## config.mk

```make
export PLATFORM = sky130hd
export DESIGN_NAME = gdr_ctrl
export DESIGN_NICKNAME = d
export VERILOG_FILES = /design/src/sv/gdr_pkg.sv /design/src/sv/gdr_ctrl.sv
export SDC_FILE = /design/constraint.sdc
export NUM_CORES = 1
export LEC_CHECK = 0
export ABC_AREA = 1
export BUFFER_PORTS_ARGS = -buffer_cell sky130_fd_sc_hd__buf_2
export CAP_MARGIN = 15
export CORE_AREA = 3 3 40 42
export DETAILED_ROUTE_END_ITERATION = 16
export DIE_AREA = 0 0 43 45
export GPL_TIMING_DRIVEN = 0
export HOLD_SLACK_MARGIN = 0.06
export PLACE_DENSITY = 0.73
export SLEW_MARGIN = 20
export SYNTH_ARGS = -nofsm -noshare
export SYNTH_HDL_FRONTEND = slang
export SYNTH_SLANG_ARGS = --single-unit
```

## constraint.sdc

```tcl
create_clock -name clk -period 1.65 [get_ports clk]
set_clock_uncertainty 0.2 [all_clocks]
set_input_delay 0.165 -clock clk [delete_from_list [all_inputs] [get_ports clk]]
set_output_delay 0.165 -clock clk [all_outputs]
set_load 0.01 [all_outputs]
```

## src/sv/gdr_pkg.sv

```systemverilog
`default_nettype none
package gdr_pkg;

	localparam int MAP_SIZE       = 64;
	localparam int SCREEN_HEIGHT  = 480;
	localparam int SCREEN_COLUMNS = 512;
	localparam int MAX_STEPS      = 128;

	localparam int CELL_W    = 6;
	localparam int MAP_AW    = 2 * CELL_W;
	localparam int MAP_CELLS = MAP_SIZE * MAP_SIZE;
	localparam int POS_W     = CELL_W + 2;
	localparam int COL_W     = 9;
	localparam int COL_SHIFT = $clog2(SCREEN_COLUMNS);
	localparam int CFG_W     = 16;
	localparam int CFG_IDX_W = 3;
	localparam int FRAC_W    = 10;
	localparam int RAY_W     = 20;
	localparam int PROD_W    = 33;
	localparam int DIST_W    = 24;
	localparam int SD_W      = 32;
	localparam int LH_W      = 16;
	localparam int ROW_W     = 9;
	localparam int STEP_W    = $clog2(MAX_STEPS + 1);
	localparam int DIV_NW    = 25;
	localparam int DIV_DW    = 24;
	localparam int DIV_CW    = $clog2(DIV_NW);

	localparam logic [DIST_W-1:0] DIST_MAX = {DIST_W{1'b1}};
	localparam logic [LH_W-1:0]   LH_MAX   = {LH_W{1'b1}};

	localparam logic OPC_MAP_WRITE = 1'b0;
	localparam logic OPC_CAST      = 1'b1;

	typedef enum logic [CFG_IDX_W-1:0] {
		CFG_PLAYER_X, CFG_PLAYER_Y, CFG_DIR_X, CFG_DIR_Y, CFG_PLANE_X, CFG_PLANE_Y
	} cfg_idx_t;

	typedef struct packed {
		logic             opcode;
		logic [CELL_W-1:0] cell_x;
		logic [CELL_W-1:0] cell_y;
		logic             cell_is_wall;
		logic [COL_W-1:0]  screen_column;
	} in_item_t;

	typedef struct packed {
		logic [COL_W-1:0]  out_column;
		logic              wall_found;
		logic              hit_side;
		logic [CELL_W-1:0] hit_cell_x;
		logic [CELL_W-1:0] hit_cell_y;
		logic [DIST_W-1:0] perp_distance;
		logic [LH_W-1:0]   slice_height;
		logic [ROW_W-1:0]  draw_start;
		logic [ROW_W-1:0]  draw_end;
	} out_item_t;

	typedef enum logic [3:0] {
		ST_CLEAR, ST_IDLE, ST_RAY_MUL, ST_RAY_ADD, ST_DIVX_GO, ST_DIVX_WAIT,
		ST_DIVY_GO, ST_DIVY_WAIT, ST_SIDE, ST_STEP, ST_CHECK, ST_DIST,
		ST_LH_GO, ST_LH_WAIT, ST_ROWS, ST_DONE
	} state_t;

	typedef enum logic [3:0] {
		OP_NONE, OP_CLEAR, OP_LOAD, OP_RAY_MUL, OP_RAY_ADD, OP_DIV_GO, OP_DIV_WAIT,
		OP_SIDE, OP_STEP, OP_CHECK, OP_DIST, OP_ROWS, OP_OUT_LOAD
	} dp_op_t;

	typedef enum logic [1:0] {DIV_DX, DIV_DY, DIV_LH} div_sel_t;

	typedef struct packed {
		dp_op_t   op;
		div_sel_t sel;
	} dp_cmd_t;

	typedef struct packed {
		logic clr_done;
		logic div_done;
		logic out_of_grid;
		logic wall_hit;
		logic step_limit;
	} dp_status_t;

endpackage
`default_nettype wire

```

## src/sv/gdr_ctrl.sv

```systemverilog
`default_nettype none
module gdr_ctrl (
	input  wire logic                clk,
	input  wire logic                arst_n,
	input  wire logic                cast_go,
	input  wire logic                out_ready,
	input  wire gdr_pkg::dp_status_t status,
	output gdr_pkg::dp_cmd_t         cmd,
	output logic                     in_ready,
	output logic                     out_valid
);
	import gdr_pkg::*;

	state_t state_q, state_nx;
	logic   out_valid_q, slot_free;

	assign slot_free = !out_valid_q || out_ready;

	always_comb begin
		state_nx = state_q;
		unique case (state_q)
			ST_CLEAR:     if (status.clr_done) state_nx = ST_IDLE;
			ST_IDLE:      if (cast_go) state_nx = ST_RAY_MUL;
			ST_RAY_MUL:   state_nx = ST_RAY_ADD;
			ST_RAY_ADD:   state_nx = ST_DIVX_GO;
			ST_DIVX_GO:   state_nx = ST_DIVX_WAIT;
			ST_DIVX_WAIT: if (status.div_done) state_nx = ST_DIVY_GO;
			ST_DIVY_GO:   state_nx = ST_DIVY_WAIT;
			ST_DIVY_WAIT: if (status.div_done) state_nx = ST_SIDE;
			ST_SIDE:      state_nx = ST_STEP;
			ST_STEP:      state_nx = ST_CHECK;
			ST_CHECK: begin
				if (status.out_of_grid)
					state_nx = ST_DONE;
				else if (status.wall_hit)
					state_nx = ST_DIST;
				else if (status.step_limit)
					state_nx = ST_DONE;
				else
					state_nx = ST_STEP;
			end
			ST_DIST:      state_nx = ST_LH_GO;
			ST_LH_GO:     state_nx = ST_LH_WAIT;
			ST_LH_WAIT:   if (status.div_done) state_nx = ST_ROWS;
			ST_ROWS:      state_nx = ST_DONE;
			ST_DONE:      if (slot_free) state_nx = ST_IDLE;
			default:      state_nx = ST_IDLE;
		endcase
	end

	always_comb begin
		cmd.op   = OP_NONE;
		cmd.sel  = DIV_DX;
		in_ready = 1'b0;
		unique case (state_q)
			ST_CLEAR: cmd.op = OP_CLEAR;
			ST_IDLE: begin
				in_ready = 1'b1;
				if (cast_go) cmd.op = OP_LOAD;
			end
			ST_RAY_MUL:   cmd.op = OP_RAY_MUL;
			ST_RAY_ADD:   cmd.op = OP_RAY_ADD;
			ST_DIVX_GO:   cmd.op = OP_DIV_GO;
			ST_DIVX_WAIT: cmd.op = OP_DIV_WAIT;
			ST_DIVY_GO:   begin cmd.op = OP_DIV_GO;   cmd.sel = DIV_DY; end
			ST_DIVY_WAIT: begin cmd.op = OP_DIV_WAIT; cmd.sel = DIV_DY; end
			ST_SIDE:      cmd.op = OP_SIDE;
			ST_STEP:      cmd.op = OP_STEP;
			ST_CHECK:     cmd.op = OP_CHECK;
			ST_DIST:      cmd.op = OP_DIST;
			ST_LH_GO:     begin cmd.op = OP_DIV_GO;   cmd.sel = DIV_LH; end
			ST_LH_WAIT:   begin cmd.op = OP_DIV_WAIT; cmd.sel = DIV_LH; end
			ST_ROWS:      cmd.op = OP_ROWS;
			ST_DONE:      if (slot_free) cmd.op = OP_OUT_LOAD;
			default: ;
		endcase
	end

	always_ff @(posedge clk or negedge arst_n) begin
		if (!arst_n) begin
			state_q     <= ST_CLEAR;
			out_valid_q <= 1'b0;
		end else begin
			state_q <= state_nx;
			if (cmd.op == OP_OUT_LOAD)
				out_valid_q <= 1'b1;
			else if (out_ready)
				out_valid_q <= 1'b0;
		end
	end

	assign out_valid = out_valid_q;
endmodule
`default_nettype wire

```

---- After elaboration in Yosys (flattened, before gate mapping) ----
Index checks and enable logic that the tools add are counted.
storage, ports and cells
  flip-flop bits (word level) ............. 5
  bits in latches ......................... 0
  RAM bits ................................ 0
  ROM bits ................................ 0
  input bits .............................. 9
  output and inout bits ................... 8
  memories kept ........................... 0
operators by class
  add/sub/neg operators ................... 0
  multiply operators ...................... 0
  div/mod/pow operators ................... 0
  $lt $le $gt $ge ......................... 0
  eq/ne operators ......................... 22
  shifts and indexed selects .............. 0
  multiplexer cells ....................... 17
  bitwise gates (word level) .............. 0
  reduce and logical (&&, ||, !) cells .... 9
operators by type and width
  kind                  number
  $pmux W4 S16          1
  $pmux W4 S12          1
  $eq A4 B4 Y1 const B  9
  $mux W4               7
  $eq A4 B3 Y1 const B  4
  $ne A2 B2 Y1 const B  6
  $mux W3               3
  $eq A4 B2 Y1 const B  2
  $reduce_and A6 Y1     1
  $reduce_or A3 Y1      2
  $eq A4 B1 Y1 const B  1
  $logic_not A4 Y1      1
  $pmux W2 S2           1
  $reduce_or A2 Y1      2
  $mux W1               3
  $mux W2               1
  $reduce_bool A2 Y1    1
  $logic_not A1 Y1      1
  $logic_or A1 B1 Y1    1

---- Longest topological paths before layout ----
  word-level depth ........................ 6
  depth in mapped cells ................... 8

---- Worst setup path after synthesis ----
No wires, ideal clock.
  kind .................................... register to output
  start ................................... register state_q[2]
  end ..................................... output cmd[3] (netlist bit)
  arrival ................................. 0.970 ns
  data required time ...................... 1.285 ns
  slack ................................... 0.315 ns
  cell stages (with the launch flop) ...... 6
  cell sequence ........................... dfrtp_1 buf_6 nor2_4 and2_1 nand2_1 nand4_1
RTL lines
  what                      RTL line        source
  start: declaration        gdr_ctrl.sv:14  state_t state_q, state_nx;
  start signal: assignment  gdr_ctrl.sv:84  state_q <= state_nx;
  end: declaration          gdr_ctrl.sv:8   output gdr_pkg::dp_cmd_t cmd,

==> impl_metrics.ini <==
[logic_synthesis]
synth_common_cells = nand2_1, inv_1, nor2_1, o21ai_0
yosysMostFrequentCell = nand2_1
synth_area_leader_cell = dfrtp_1
async_flop_share_pct = 100
synth.distinct_cells = 21
avgSynthCellArea_sq_um = 6.74
seq_area_frac_synth_pct = 24.1
synthesis.nets = 86
syn-cell-area_sq_um = 519
syn_inst = 77
synth_edf_count = 0
synth_warnings = 0
synthTopCellsByArea = dfrtp_1, nand2_1, inv_1
yosys_register_bits = 5
synth-main-ff-cell = dfrtp_1
synth_top_area_share_pct = 24.1

[clocking]
cts.clk_slew.worst_paths_ns = 0.04
cts_inserted_buffers = 3
worstSkewPairLatency_ns = 0.24
cts_tree = yes
cts_root_buf = clkbuf_4
htreeDepth = 1
cts.sinks = 5
clockBufferDepth = 2

[setup_path]
cp-end-kind = primary output
start_kind = flip-flop
cp_data_required_time_ns = 1.28
path_class = flip-flop to primary output
crit_fanout = 5
crit_start = state_q[1]
r2r_start = state_q[3]
worstPathArrival_ns = 1.29

[pwr]
power.density_nw_per_um2 = 1990
p_leak_nw = 0.430
power.total_mw = 1.50
peakVddDrop_v = 0.000845

[timing]
rsz0062_at_grt = true
period_needed_ns = 1.66
tightest_slew_ns = 0.230
slew_violations = 0
maxSlewHeadroom_pct = 84.6
hold_slack_ns = 0.144
setup_ws_ns = -0.00738
max_freq_mhz = 603
finalSetupViolations = 1
final_hold_viol_count = 0
fin_crit_sh_pct = 100

[run]
cap_violations = 0

[routing]
vias_per_cell = 4.81
dr.pass1.iters = 4
drc = 0
drtIter0Drc = 3
drt-total-wl_um = 1340
postRouteAntennaNets = 0
via_count = 582
wl_per_cell_um = 11.0

[floorplanning]
fp.dieW_um = 43
pin_count = 17
rows = 13
design.core.area_sq_um = 1280
fp.dieH_um = 45
start_util_pct = 40.4
fp.dieArea_sq_um = 1940

[placement]
dp_hpwl_um = 951
portBuffers = 16
place_area_sq_um = 618
post-place-ws_ns = 0.152
place_congestion = 0.794

[finish]
area_delta_synth_final_pct = 44.8
fin_nets = 116
drive_gt1_share_pct = 45.3
antenna_cells = 0
design_area_sq_um = 752
finalCoreUtilization_pct = 58.5

[global_route]
antenna_found_initial = 0
grt.overflow.total = 0
grt_pass1_vias = 472
grt_max_degree = 10
grt_pass1_wl_um = 1820
grt_usage_pct = 12.4

[min_path]
hp-start = status[2]
hold_class = input pin to flip-flop

[status]
status = finished with violations
violations = negative setup slack
==> per-layer routing <==
metal	GRT usage [%]	up-vias	share of wire, %
met2	20.4	16	48
met1	16.1	260	46
met3	1.20	2	4.6
met4	7.23	0	0.97
met5	0	-	0
li1	-	304	-
==> cell type report <==
| type | count | area (sq um) |
|---|---|---|
| Sequential cell | 5 | 126 |
| Tap cell | 15 | 18.8 |
| Inverter | 13 | 48.8 |
| Fill cell | 124 | 533 |
| Clock buffer | 4 | 26.3 |
| Multi-Input combinational cell | 56 | 345 |
| Timing Repair Buffer | 25 | 153 |
| Buffer | 3 | 33.8 |
==> what timing repair did <==
| item | in CTS | in global routing |
|---|---|---|
| pin swaps | 1 | 2 |
| endpoints found under the hold margin | 6 | 0 |
| gates resized for setup | 6 | 6 |
| buffers inserted | 1 | 4 |
| endpoints found under the setup margin | 3 | 3 |
| hold buffers | 3 | 0 |
| cloned | 0 | 1 |
==> metrics by stage <==
step                      instances  setup TNS (ns)
after global routing            121          -0.133
after global placement          108               0
after CTS                       116               0
after floorplan                  77               0
final                           121        -0.00738
after detailed placement        108               0
==> path summary, 6_finish.rpt <==
kind	to	slack, ns	cells after the start
setup reg to reg	state_q[3]	0.18	8
hold / removal	state_q[1]	0.14	5
setup / recovery	cmd[4]	-0.007	6
max in group asynchronous	state_q[0]	0.41	3
hold reg to reg	out_valid	0.38	2
min in group asynchronous	out_valid	0.64	3
==> worst max-delay path, stage by stage, from the launching register on <==
cell	delay (ns)
dfrtp_1	0.39
buf_6	0.15
nand2_4	0.09
inv_2	0.06
o21ai_1	0.11
o211ai_1	0.10
buf_2	0.15
==> sequential cells by signal (all words and copies together) (netlist names) <==
register,cells
state_q,4
out_valid,1
==> cell families after synthesis <==
| group | Yosys count | share of synthesized area (%) |
|---|---|---|
| compound gates | 15 | 17.8 |
| simple gates | 41 | 42.2 |
| buf+inv | 16 | 15.9 |
| flops | 5 | 24.1 |
==> power breakdown <==
part	switching [mW]	internal, mW	leakage [nW]	total [mW]
logic	0.636	0.477	0.355	1.11
clock network	0.0514	0.0915	0.0150	0.143
registers	0.0539	0.188	0.0600	0.242
==> cells in the final DEF (no fill, tap or decap), drive strengths merged <==
| cell | n |
|---|---|
| buf | 25 |
| nand2 | 21 |
| inv | 13 |
| nor2 | 12 |
| o21ai | 7 |
| dfrtp | 5 |
| clkbuf | 4 |
| nand3 | 4 |
| o21bai | 3 |
| dlygate4sd3 | 3 |
| o211ai | 2 |
| a31oi | 2 |
| and2 | 1 |
| nor3 | 1 |
| o31ai | 1 |
| nand4 | 1 |
| nand3b | 1 |
(Power assumes the default switching activity.)
